**config.mk**
```make
export PLATFORM = sky130hd
export DESIGN_NAME = interpolating_fir_filter
export DESIGN_NICKNAME = d
export VERILOG_FILES = /design/src/design/ifir_pkg.sv /design/src/design/ifir_mac.sv /design/src/design/interpolating_fir_filter.sv
export VERILOG_INCLUDE_DIRS = /design/src /design/src/design
export SDC_FILE = /design/constraint.sdc
export NUM_CORES = 2
export LEC_CHECK = 0
export BUFFER_PORTS_ARGS = -buffer_cell sky130_fd_sc_hd__buf_2
export CAP_MARGIN = 5
export CORE_AREA = 2 2 556 420
export CTS_BUF_LIST = sky130_fd_sc_hd__clkbuf_4 sky130_fd_sc_hd__clkbuf_8
export CTS_CLUSTER_DIAMETER = 50
export DETAILED_ROUTE_END_ITERATION = 8
export DIE_AREA = 0 0 558 422
export GPL_TIMING_DRIVEN = 0
export MAX_ROUTING_LAYER = met4
export PLACE_DENSITY = 0.45
export SYNTH_ARGS = -nofsm -noshare
export SYNTH_HDL_FRONTEND = slang
export SYNTH_SLANG_ARGS = --single-unit
```
**constraint.sdc**
```tcl
create_clock -name clk -period 8.16 [get_ports clk]
set_clock_uncertainty 0.2 [all_clocks]
set_input_delay 0.408 -clock clk [delete_from_list [all_inputs] [get_ports clk]]
set_output_delay 0.408 -clock clk [all_outputs]
set_load 0.02 [all_outputs]
```
**src/design/interpolating_fir_filter_assert.svh**
```systemverilog
// assertion macros for the interpolating fir filter
// expects clk and rst in the scope of each use
`ifndef INTERPOLATING_FIR_FILTER_ASSERT_SVH
`define INTERPOLATING_FIR_FILTER_ASSERT_SVH

`ifndef ASSERT_OFF
`define IFIR_ASSERT(label, prop, msg) \
  label: assert property (@(posedge clk) disable iff (rst) prop) else $error(msg);
`define IFIR_ASSERT_NEVER(label, cond, msg) \
  label: assert property (@(posedge clk) disable iff (rst) !(cond)) else $error(msg);
`else
`define IFIR_ASSERT(label, prop, msg)
`define IFIR_ASSERT_NEVER(label, cond, msg)
`endif

`endif

```
**src/design/ifir_pkg.sv**
```systemverilog
// shared constants, types and the saturating add function of the interpolating fir filter
// no dependencies
`default_nettype none

package ifir_pkg;

  localparam int DEF_MAX_TAPS    = 32;
  localparam int DEF_MAX_INTERP  = 8;
  localparam int DEF_SAMPLE_BITS = 16;
  localparam int DEF_COEF_BITS   = 18;

  localparam int ACC_BITS        = 64;
  localparam int TIME_BITS       = 32;
  localparam int COEF_INDEX_BITS = 5;
  localparam int INTERP_BITS     = 4;
  localparam int TAPS_BITS       = 6;
  localparam int CFG_INDEX_BITS  = 2;
  localparam int CFG_DATA_BITS   = 8;

  localparam logic [CFG_INDEX_BITS-1:0] REG_INTERP_FACTOR = 2'd0;
  localparam logic [CFG_INDEX_BITS-1:0] REG_TAPS_USED     = 2'd1;

  localparam logic CMD_FILTER    = 1'b0;
  localparam logic CMD_LOAD_COEF = 1'b1;

  localparam logic [INTERP_BITS-1:0] INTERP_RESET = 4'd1;
  localparam logic [TAPS_BITS-1:0]   TAPS_RESET   = 6'd32;

  typedef struct packed {
    logic clear;
    logic issue;
  } mac_ctrl_t;

  typedef struct packed {
    logic busy;
  } mac_stat_t;

  function automatic logic signed [ACC_BITS-1:0] sat_add(
    input logic signed [ACC_BITS-1:0] a,
    input logic signed [ACC_BITS-1:0] b
  );
    logic signed [ACC_BITS-1:0] sum;
    logic signed [ACC_BITS-1:0] res;
    sum = a + b;
    res = sum;
    if (a[ACC_BITS-1] == b[ACC_BITS-1] && sum[ACC_BITS-1] != a[ACC_BITS-1]) begin
      res = a[ACC_BITS-1] ? {1'b1, {(ACC_BITS-1){1'b0}}} : {1'b0, {(ACC_BITS-1){1'b1}}};
    end
    return res;
  endfunction

endpackage

`default_nettype wire

```
**src/design/ifir_mac.sv**
```systemverilog
// multiply-accumulate pipeline and output rounding of the interpolating fir filter
// depends on ifir_pkg
`default_nettype none

module ifir_mac #(
  parameter int SAMPLE_BITS = ifir_pkg::DEF_SAMPLE_BITS,
  parameter int COEF_BITS   = ifir_pkg::DEF_COEF_BITS
) (
  input  logic                          clk,
  input  logic                          rst,
  input  ifir_pkg::mac_ctrl_t           ctrl,
  input  logic signed [COEF_BITS-1:0]   coef,
  input  logic signed [SAMPLE_BITS-1:0] dly,
  output ifir_pkg::mac_stat_t           stat,
  output logic signed [SAMPLE_BITS-1:0] result
);
  import ifir_pkg::*;

  localparam int PROD_BITS = SAMPLE_BITS + COEF_BITS;
  localparam logic signed [ACC_BITS-1:0] ONE  = ACC_BITS'(64'sd1);
  localparam logic signed [ACC_BITS-1:0] BIAS = ONE <<< (COEF_BITS - 2);
  localparam logic signed [ACC_BITS-1:0] HI   = (ONE <<< (SAMPLE_BITS - 1)) - ONE;
  localparam logic signed [ACC_BITS-1:0] LO   = -HI - ONE;

  logic                          p_vld;
  logic signed [PROD_BITS-1:0]   prod;
  logic signed [PROD_BITS-1:0]   coef_x;
  logic signed [PROD_BITS-1:0]   dly_x;
  logic signed [ACC_BITS-1:0]    acc;
  logic signed [ACC_BITS-1:0]    biased;
  logic signed [ACC_BITS-1:0]    shifted;

  assign coef_x = PROD_BITS'(coef);
  assign dly_x  = PROD_BITS'(dly);

  always_ff @(posedge clk) begin
    if (rst) begin
      p_vld <= 1'b0;
    end else begin
      p_vld <= ctrl.issue;
    end
  end

  always_ff @(posedge clk) begin
    prod <= coef_x * dly_x;
    if (ctrl.clear) begin
      acc <= '0;
    end else if (p_vld) begin
      acc <= sat_add(acc, ACC_BITS'(prod));
    end
  end

  always_comb begin
    biased  = sat_add(acc, BIAS);
    shifted = biased >>> (COEF_BITS - 1);
    if (shifted > HI) begin
      result = HI[SAMPLE_BITS-1:0];
    end else if (shifted < LO) begin
      result = LO[SAMPLE_BITS-1:0];
    end else begin
      result = shifted[SAMPLE_BITS-1:0];
    end
  end

  assign stat.busy = p_vld;

endmodule

`default_nettype wire

```
**src/design/interpolating_fir_filter.sv**
```systemverilog
// Zero-stuffing interpolating FIR filter, top level.
// Input channel (in_valid / in_stall): cmd 0 filters a sample, cmd 1 loads one
// coefficient into the coefficient memory and gives no output.
// Output channel (out_valid / out_stall): interp_factor outputs per sample, all
// carrying the sample's time stamp; last_of_run marks the final one.
// Config channel (cfg_valid / cfg_ready): index 0 interp_factor, 1 taps_used;
// cfg_ready is high outside reset, write only while the filter is idle.
// Each output takes a delay-line write, then taps_used reads on the two memories,
// whose registered data pass through the product register into the accumulator;
// the rounding is combinational. A sample stalls the input until the last output
// of its run is loaded; a coefficient load does not stall the input. The filter
// has one shared multiply-accumulate and one read port per memory.
// Reset empties the delay line and coefficient table through per-entry valid bits
// (no clearing pass), restores interp_factor 1 and taps_used 32, holds off inputs.
// A stalled output is held in the output register; the sequencer waits to load
// the next output until that register is free, and takes a new item after the
// last output of a run is loaded.
`default_nettype none

module interpolating_fir_filter #(
  parameter int MAX_TAPS    = ifir_pkg::DEF_MAX_TAPS,
  parameter int MAX_INTERP  = ifir_pkg::DEF_MAX_INTERP,
  parameter int SAMPLE_BITS = ifir_pkg::DEF_SAMPLE_BITS,
  parameter int COEF_BITS   = ifir_pkg::DEF_COEF_BITS
) (
  input  logic                                 clk,
  input  logic                                 rst,
  input  logic                                 cfg_valid,
  output logic                                 cfg_ready,
  input  logic [ifir_pkg::CFG_INDEX_BITS-1:0]  cfg_index,
  input  logic [ifir_pkg::CFG_DATA_BITS-1:0]   cfg_data,
  input  logic                                 in_valid,
  output logic                                 in_stall,
  input  logic                                 cmd,
  input  logic signed [SAMPLE_BITS-1:0]        sample,
  input  logic [ifir_pkg::TIME_BITS-1:0]       sample_time,
  input  logic [ifir_pkg::COEF_INDEX_BITS-1:0] coef_index,
  input  logic signed [COEF_BITS-1:0]          coef_value,
  output logic                                 out_valid,
  input  logic                                 out_stall,
  output logic signed [SAMPLE_BITS-1:0]        filtered,
  output logic [ifir_pkg::TIME_BITS-1:0]       out_time,
  output logic                                 last_of_run
);
  import ifir_pkg::*;

  `include "interpolating_fir_filter_assert.svh"

  localparam int TAP_W = (MAX_TAPS > 1) ? $clog2(MAX_TAPS) : 1;
  localparam int CNT_W = $clog2(MAX_TAPS + 1);
  localparam int INT_W = (MAX_INTERP > 1) ? $clog2(MAX_INTERP + 1) : 1;

  typedef enum logic [3:0] {
    S_IDLE  = 4'b0001,
    S_WRITE = 4'b0010,
    S_MAC   = 4'b0100,
    S_DRAIN = 4'b1000
  } state_t;

  state_t state;

  logic [INTERP_BITS-1:0]        interp_factor;
  logic [TAPS_BITS-1:0]          taps_used;

  logic [TAP_W-1:0]              wp;
  logic [TAP_W-1:0]              rd_idx;
  logic [TAP_W-1:0]              tap_cnt;
  logic [INT_W-1:0]              run_cnt;
  logic [INT_W-1:0]              factor;
  logic [CNT_W-1:0]              taps;
  logic signed [SAMPLE_BITS-1:0] hold_sample;
  logic [TIME_BITS-1:0]          hold_time;

  logic signed [SAMPLE_BITS-1:0] dly_mem [MAX_TAPS];
  logic signed [COEF_BITS-1:0]   coef_mem [MAX_TAPS];
  logic [MAX_TAPS-1:0]           dly_vld;
  logic [MAX_TAPS-1:0]           coef_vld;
  logic signed [SAMPLE_BITS-1:0] dly_rd;
  logic signed [COEF_BITS-1:0]   coef_rd;
  logic                          dly_vld_q;
  logic                          coef_vld_q;
  logic                          issue_q;

  logic                          in_take;
  logic                          coef_we;
  logic                          dly_we;
  logic signed [SAMPLE_BITS-1:0] dly_wdata;
  logic [TAP_W-1:0]              coef_waddr;
  logic [INT_W-1:0]              factor_clamp;
  logic [CNT_W-1:0]              taps_clamp;
  logic [TAP_W-1:0]              wp_inc;
  logic [TAP_W-1:0]              rd_dec;
  logic                          pipe_empty;
  logic                          out_free;
  logic                          load_out;
  logic                          run_last;

  mac_ctrl_t                     mac_ctrl;
  mac_stat_t                     mac_stat;
  logic signed [SAMPLE_BITS-1:0] mac_result;

  assign cfg_ready  = !rst;
  assign in_stall   = rst || (state != S_IDLE);
  assign in_take    = in_valid && !in_stall;
  assign coef_we    = in_take && (cmd == CMD_LOAD_COEF) && (32'(coef_index) < MAX_TAPS);
  assign coef_waddr = TAP_W'(coef_index);
  assign dly_we     = (state == S_WRITE);
  assign dly_wdata  = (run_cnt == '0) ? hold_sample : '0;

  assign wp_inc = (wp == TAP_W'(MAX_TAPS - 1)) ? '0 : wp + 1'b1;
  assign rd_dec = (rd_idx == '0) ? TAP_W'(MAX_TAPS - 1) : rd_idx - 1'b1;

  assign pipe_empty = !issue_q && !mac_stat.busy;
  assign out_free   = !out_valid || !out_stall;
  assign load_out   = (state == S_DRAIN) && pipe_empty && out_free;
  assign run_last   = (run_cnt == factor - 1'b1);

  always_comb begin
    if (interp_factor == '0) begin
      factor_clamp = INT_W'(1);
    end else if (32'(interp_factor) > MAX_INTERP) begin
      factor_clamp = INT_W'(MAX_INTERP);
    end else begin
      factor_clamp = INT_W'(interp_factor);
    end
    if (taps_used == '0) begin
      taps_clamp = CNT_W'(1);
    end else if (32'(taps_used) > MAX_TAPS) begin
      taps_clamp = CNT_W'(MAX_TAPS);
    end else begin
      taps_clamp = CNT_W'(taps_used);
    end
  end

  // configuration registers
  always_ff @(posedge clk) begin
    if (rst) begin
      interp_factor <= INTERP_RESET;
      taps_used     <= TAPS_RESET;
    end else if (cfg_valid && cfg_ready) begin
      case (cfg_index)
        REG_INTERP_FACTOR: interp_factor <= cfg_data[INTERP_BITS-1:0];
        REG_TAPS_USED:     taps_used     <= cfg_data[TAPS_BITS-1:0];
        default: ;
      endcase
    end
  end

  // memories, read data registered
  always_ff @(posedge clk) begin
    if (dly_we) begin
      dly_mem[wp] <= dly_wdata;
    end
    if (coef_we) begin
      coef_mem[coef_waddr] <= coef_value;
    end
    dly_rd  <= dly_mem[rd_idx];
    coef_rd <= coef_mem[tap_cnt];
  end

  // entries never written read as zero
  always_ff @(posedge clk) begin
    if (rst) begin
      dly_vld    <= '0;
      coef_vld   <= '0;
      dly_vld_q  <= 1'b0;
      coef_vld_q <= 1'b0;
    end else begin
      if (dly_we) begin
        dly_vld[wp] <= 1'b1;
      end
      if (coef_we) begin
        coef_vld[coef_waddr] <= 1'b1;
      end
      dly_vld_q  <= dly_vld[rd_idx];
      coef_vld_q <= coef_vld[tap_cnt];
    end
  end

  // sequencer
  always_ff @(posedge clk) begin
    if (rst) begin
      state   <= S_IDLE;
      wp      <= '0;
      issue_q <= 1'b0;
    end else begin
      issue_q <= (state == S_MAC);
      case (state)
        S_IDLE: begin
          if (in_take && cmd == CMD_FILTER) begin
            state <= S_WRITE;
          end
        end
        S_WRITE: begin
          wp    <= wp_inc;
          state <= S_MAC;
        end
        S_MAC: begin
          if (CNT_W'(tap_cnt) == taps - 1'b1) begin
            state <= S_DRAIN;
          end
        end
        S_DRAIN: begin
          if (load_out) begin
            state <= run_last ? S_IDLE : S_WRITE;
          end
        end
        default: state <= S_IDLE;
      endcase
    end
  end

  always_ff @(posedge clk) begin
    case (state)
      S_IDLE: begin
        if (in_take) begin
          hold_sample <= sample;
          hold_time   <= sample_time;
          factor      <= factor_clamp;
          taps        <= taps_clamp;
          run_cnt     <= '0;
        end
      end
      S_WRITE: begin
        rd_idx  <= wp;
        tap_cnt <= '0;
      end
      S_MAC: begin
        rd_idx  <= rd_dec;
        tap_cnt <= tap_cnt + 1'b1;
      end
      S_DRAIN: begin
        if (load_out && !run_last) begin
          run_cnt <= run_cnt + 1'b1;
        end
      end
      default: ;
    endcase
  end

  assign mac_ctrl.clear = dly_we;
  assign mac_ctrl.issue = issue_q;

  ifir_mac #(
    .SAMPLE_BITS(SAMPLE_BITS),
    .COEF_BITS  (COEF_BITS)
  ) u_mac (
    .clk   (clk),
    .rst   (rst),
    .ctrl  (mac_ctrl),
    .coef  (coef_vld_q ? coef_rd : '0),
    .dly   (dly_vld_q ? dly_rd : '0),
    .stat  (mac_stat),
    .result(mac_result)
  );

  // output register
  always_ff @(posedge clk) begin
    if (rst) begin
      out_valid <= 1'b0;
    end else if (load_out) begin
      out_valid <= 1'b1;
    end else if (!out_stall) begin
      out_valid <= 1'b0;
    end
  end

  always_ff @(posedge clk) begin
    if (load_out) begin
      filtered    <= mac_result;
      out_time    <= hold_time;
      last_of_run <= run_last;
    end
  end

  `IFIR_ASSERT(a_run_start, in_take && cmd == CMD_FILTER |=> state == S_WRITE, "no run")
  `IFIR_ASSERT_NEVER(a_run_in_range, state != S_IDLE && run_cnt >= factor, "run count high")
  `IFIR_ASSERT_NEVER(a_tap_in_range, state == S_MAC && CNT_W'(tap_cnt) >= taps, "tap count high")
  `IFIR_ASSERT(a_run_end, load_out && run_last |=> !in_stall && out_valid && last_of_run, "no end")

endmodule

`default_nettype wire

```
# Word-level counts from Yosys, hierarchy flattened
# Memories as Yosys holds them, arrays and structs flattened. A register that Yosys moved wholly into a read port is not among the register bits.
# Index checks and enable logic that the tools add are counted.
[word_totals] regBits=307 ramBits=1088 inputBits=87 out_inout_bits=52 word_cells=138 mem_count=2
[classes] n_addsub=8 n_mul=1 order_cmp=10 eq_ne=18 n_mux=35 bitwise=4 n_reduce_logical=35
[mem_list] name="coef_mem" depth=32 word_bits=18 rd=1 rd_clocked_by_memory_dff=1 wr=1 line="interpolating_fir_filter.sv:75" text="logic signed [COEF_BITS-1:0] coef_mem [MAX_TAPS];"
[mem_list] name="dly_mem" depth=32 word_bits=16 rd=1 rd_clocked_by_memory_dff=1 wr=1 line="interpolating_fir_filter.sv:74" text="logic signed [SAMPLE_BITS-1:0] dly_mem [MAX_TAPS];"
[op_table] cell="2-to-1 mux 64 bit" n=3
[op_table] cell="adder 64 x 18 -> 64 bit, second input constant" n=1
[op_table] cell="adder 64 x 34 -> 64 bit" n=1
[op_table] cell="OR 32 bit" n=2
[op_table] cell="2-to-1 mux 16 bit" n=3
[op_table] cell="greater-than comparator 47 x 16 -> 1 bit, second input constant" n=1
[op_table] cell="less-than comparator 47 x 16 -> 1 bit, second input constant" n=1
[op_table] cell="multiplier 18 x 16 -> 34 bit" n=1
[op_table] cell="less-than comparator 5 x 6 -> 1 bit, second input constant" n=4
[op_table] cell="2-to-1 mux 4 bit" n=6
[op_table] cell="one-hot mux 5 bit (2 select lines)" n=2
[op_table] cell="2-to-1 mux 18 bit" n=1
[op_table] cell="one-hot mux 4 bit (4 select lines)" n=1
[op_table] cell="logical AND 1 bit" n=12
[op_table] cell="adder 5 x 1 -> 5 bit, second input constant" n=2
[op_table] cell="binary-select mux 1 bit (select 5 bit)" n=2
[op_table] cell="demux 1 bit (select 5 bit)" n=2
[op_table] cell="greater-or-equal comparator 5 x 1 -> 1 bit, second input constant" n=2
[op_table] cell="2-to-1 mux 1 bit" n=10
[op_table] cell="2-to-1 mux 5 bit" n=2
[op_table] cell="logical NOT 4 bit" n=2
[op_table] cell="one-hot mux 4 bit (2 select lines)" n=1
[op_table] cell="logical NOT 1 bit" n=7
[op_table] cell="equality test 5 x 6 -> 1 bit" n=1
[op_table] cell="29 further kinds" n=41

# Logic depth before layout (Yosys ltp)
[logic_depth] depth_word=7 ltp_mapped=28 depth_no_buf=25

# Modules after synthesis
# A second synthesis with hierarchy kept.
[unflattened] cells_unflattened=4973 hier_area_um2=70074.7
[modules_own_cells] mod="interpolating_fir_filter" n_inst=1 cells_per_inst=2555 area_per_inst_um2=50524.7 seq_area_each_um2=38727.1
[modules_own_cells] mod="ifir_mac" n_inst=1 cells_per_inst=2418 area_per_inst_um2=19550.0 seq_area_each_um2=1981.9

# Worst setup path before layout
# OpenSTA, ideal clock, no wires.
[synth_timing] path_kind="register to register" startpoint="register dly_vld_q" endpoint="register u_mac.prod[33]" setup_ns=0.072 arrival_ns=6.730 t_required_ns=7.888 slack_ns=1.158 path_stages_with_launch=26 n_path_buf=3 period_less_slack_ns=7.002 cell_sequence="dfxtp_1 clkbuf_1 clkbuf_1 nand2_1 clkbuf_1 nor2_1 fa_1 inv_1 fa_1 fa_1 inv_1 fa_1 fa_1 inv_1 fa_1 inv_1 ha_1 a211o_1 a211oi_1 a21oi_1 o41ai_1 o21ai_0 or4_1 a31o_2 a21oi_1 xnor2_1"
[synth_between] elab_chain_len=2
[synth_lines] item="start, declared" line="interpolating_fir_filter.sv:80" text="logic dly_vld_q;"
[synth_lines] item="start signal, assigned" line="interpolating_fir_filter.sv:175" text="dly_vld_q <= dly_vld[rd_idx];"
[synth_lines] item="2-to-1 mux 16 bit" line="interpolating_fir_filter.sv:252" text=".dly (dly_vld_q ? dly_rd : '0),"
[synth_lines] item="multiplier 18 x 16 -> 34 bit" line="ifir_mac.sv:45" text="prod <= coef_x * dly_x;"
[synth_lines] item="end signal, assigned" line="ifir_mac.sv:45"
[synth_lines] item="end, declared" line="ifir_mac.sv:26" text="logic signed [PROD_BITS-1:0] prod;"
# Every way passes these cells.
# A chain may end at the register's enable or synchronous reset.

# Worst setup path after layout
[layout_timing] startpoint="register coef_vld_q" endpoint="register u_mac.prod[33]"
[layout_between] elab_chain_len=2
[layout_lines] item="start, declared" line="interpolating_fir_filter.sv:81" text="logic coef_vld_q;"
[layout_lines] item="start signal, assigned" line="interpolating_fir_filter.sv:176" text="coef_vld_q <= coef_vld[tap_cnt];"
[layout_lines] item="2-to-1 mux 18 bit" line="interpolating_fir_filter.sv:251" text=".coef (coef_vld_q ? coef_rd : '0),"
[layout_lines] item="multiplier 18 x 16 -> 34 bit" line="ifir_mac.sv:45"
# Every way passes these cells.

==> flow_summary.toml <==
[pwr]
internal_power_uw = 12720
switching_share = 0.2726
power_density_mw_per_mm2 = 216.7
p_switching_uw = 4768
leakage_uw = 0.02886
peakVddDrop_mv = 0.1400
p_comb_frac = 0.134
pwr-share-clk = 0.376
p_seq_frac = 0.491

[die]
io_pins = 139
initial_core_util = 0.2983
num_rows = 153
core_mm2 = 0.2303
dieArea_mm2 = 0.2355
die_y_um = 422
die_w_um = 558

[sta]
worst_hold_slack_ns = 0.1515
finalCritPeriodShare = 0.9607
fin_crit_ns = 7.839
tightest_slew_ns = 1.284
maxSlewHeadroom = 0.1441
hold_viol = 0
fin_tns_setup_ns = 0
setup_viol = 0
rsz0062_at_grt = "false"
maxClockFrequency_mhz = 127.6
report.final.slew_viol_count = 0

[run]
drv_cap = 0

[cts]
clkTransAtPathRegs_ns = 0.06
root_buffer = "clkbuf_8"
h-tree-depth = 4
cts.sinks = 1429
cts_tree = "yes"
cts_buffers = 245
clockBufferDepth = 4
clk_latency_ns = 1.00

[synth]
yosys.area_share.adder = 0.1141
async_flop_share = 0
ys_ff_latch = 1429
yosys.cell_count.top_type = "edfxtp_1"
netlist.area_leader.share = 0.5285
yosys.area.top_type = "edfxtp_1"
syn-num-nets = 5146
synth_edf_count = 1209
synth_compound_area_frac = 0.04678
synth_top_family_by_area = "multiplexers"
synth_xor_area_frac = 0.01862
synthTopCellsByCount = "1209 x edfxtp_1, 476 x nor2_1, 393 x inv_1"
synthMuxAreaShare = 0.1257
synth_ff_type = "edfxtp_1"
syn_area_per_cell_um2 = 14.91
synthTopCellsByArea = "edfxtp_1 53%, mux4_2 12%, fa_1 8.5%"
synth_seq_area_share = 0.5927
synth_area_mm2 = 0.06869
synthSimpleGateAreaFrac = 0.06831
synth_cells = 4607
ys_warn_count = 0
ys_types = 76

[place]
dp_hpwl_um = 140900
gp_congestion = 0.9013
io_buffers = 136

[route]
ant_nets = 0
drt_iter0_drc = 3709
routed_wl_um = 200900
dr.pass1.iters = 5
drc_errors = 0
drt-vias-per-instance = 4.821
routedWlPerCell_um = 23.74
num_vias = 40802

[setup_path]
cp_common_cell = "fa_1"
crit_family = "adder cells"
cp.required_ns = 8.83
max_stage_delay_ns = 0.62
cpMaxStageDelayCell = "and2_1"
arrival_ns = 8.51
reg2reg_from = "coef_vld_q"
cp-startpoint = "coef_vld_q"
cp-start-kind = "flop"
worst-setup-path-type = "flop to flop"
critPathMaxFanout = 10
end_kind = "flop"
crit_chain = "clkbuf_2, and2_1, nand2_1, fa_1, fa_1, fa_1, inv_1, fa_1, fa_1, inv_1, fa_1, inv_1, ha_1, a21oi_1, o21ai_1, a211oi_2, a21oi_1, o41ai_2, o21ai_1, or4_1, a31o_2, a21oi_1, xnor2_1"
path_buf_inv = 4

[cells_and_area]
fillers = 22252
final_nets = 5700
multi_input_comb_area_mm2 = 0.02605
area_delta_synth_final_pct = 17.52
regArea_mm2 = 0.04071
fin_util = 0.3505
drive_above_1_share = 0.2099

[outcome]
outcome = "finished clean"

[grt]
grt_use_total = 0.1748
grt_pass1_wl_um = 292100
antenna_found_initial = 11
grt_overflow_total = 0
grt_max_degree = 48
grt_pass1_vias = 41467

[min_path]
hp-class = "input pin to flop"
min_from = "out_stall"
[worst min-delay path, stage by stage]
cell,delay (ns)
dlygate4sd3_1,0.53
buf_2,0.19
nand2_1,0.09
a21oi_1,0.05
[power groups by stage]
stage	clock network, µW	registers, µW	logic [µW]
2_1_floorplan	0	8590	1450
3_3_place_gp	0	8730	2220
3_5_place_dp	0	8730	2270
4_1_cts	6750	8570	2340
5_1_grt	7070	8610	2550
6_report	6570	8580	2340
[through the flow]
stage                     cell area [µm²]  setup WS, ns  std cells  power [µW]
after floorplan                     68690         1.158       4607       10040
after global placement              73250       -0.5074       7843       10950
after detailed placement            74130       -0.4891       7874       11000
after CTS                           80440      0.003067       8454       17670
after global routing                80710      0.004623       8459       18230
final                               80720        0.3211       8463       17490
[layer usage]
layer	track usage	wire, µm	share of wire	vias up
met5	-	0	0	-
met4	0.04041	4160	0.021	0
met1	0.2624	99740	0.50	21145
li1	-	-	-	18112
met3	0.03317	12900	0.064	305
met2	0.2418	84090	0.42	1240
[cells in the final DEF, fill, tap and decap left out, types with 150 or more instances in the layout]
| cell type | Yosys | routed |
|---|---|---|
| ha_1 | 161 | 161 |
| nand2_1 | 264 | 255 |
| a21oi_1 | 162 | 161 |
| buf_2 | 12 | 150 |
| fa_1 | 291 | 291 |
| clkbuf_8 | 0 | 263 |
| dfxtp_1 | 220 | 218 |
| edfxtp_1 | 1209 | 1209 |
| inv_1 | 393 | 392 |
| mux4_2 | 360 | 360 |
| nor2_1 | 476 | 416 |
[final cells by class]
class                           count  share of cell area
Tap cell                         3100             0.04805
Clock inverter                     79            0.006417
Buffer                            204             0.01043
Clock buffer                      362             0.05405
Inverter                          393             0.01831
Sequential cell                  1429              0.5043
Antenna cell                        8           0.0002480
Multi-Input combinational cell   2569              0.3227
Timing Repair Buffer              319             0.03548
[flip-flops by register name, indices dropped and copies added, names as in the netlist, 4 cells and up]
signal and flops:
u_mac.acc 64, wp 5, tap_cnt 5, coef_mem 576
coef_rd 18, taps 6, factor 4, run_cnt 4
hold_time 32, dly_mem 512, coef_vld 32, dly_vld 32
rd_idx 5, out_time 32, filtered 16, state 4
hold_sample 16, dly_rd 16, interp_factor 4, u_mac.prod 34
taps_used 6
[what timing repair did]
item,CTS,global route
hold endpoints to repair,780,0
buffers inserted,0,0
pin swaps,0,1
resized for setup,10,53
hold buffers,141,0
endpoints found under the setup margin,4,3
[kinds of logic after synthesis]
family | after synthesis
AOI/OAI and AO/OA | 515
xor gates and xnor gates | 146
adders and majority gates | 452
buffers and inverters | 609
DFF | 1429
muxes | 408
and+or+nand+nor | 1048
[worst paths after layout]
check                   endpoint  slack [ns]  cells past startpoint
setup / recovery  u_mac.prod[33]        0.32                     23
hold / removal         out_valid        0.15                      4
setup reg to reg  u_mac.prod[33]        0.32                     23
hold reg to reg     out_time[11]        0.22                      0
Power figures use the tool's default switching activity.
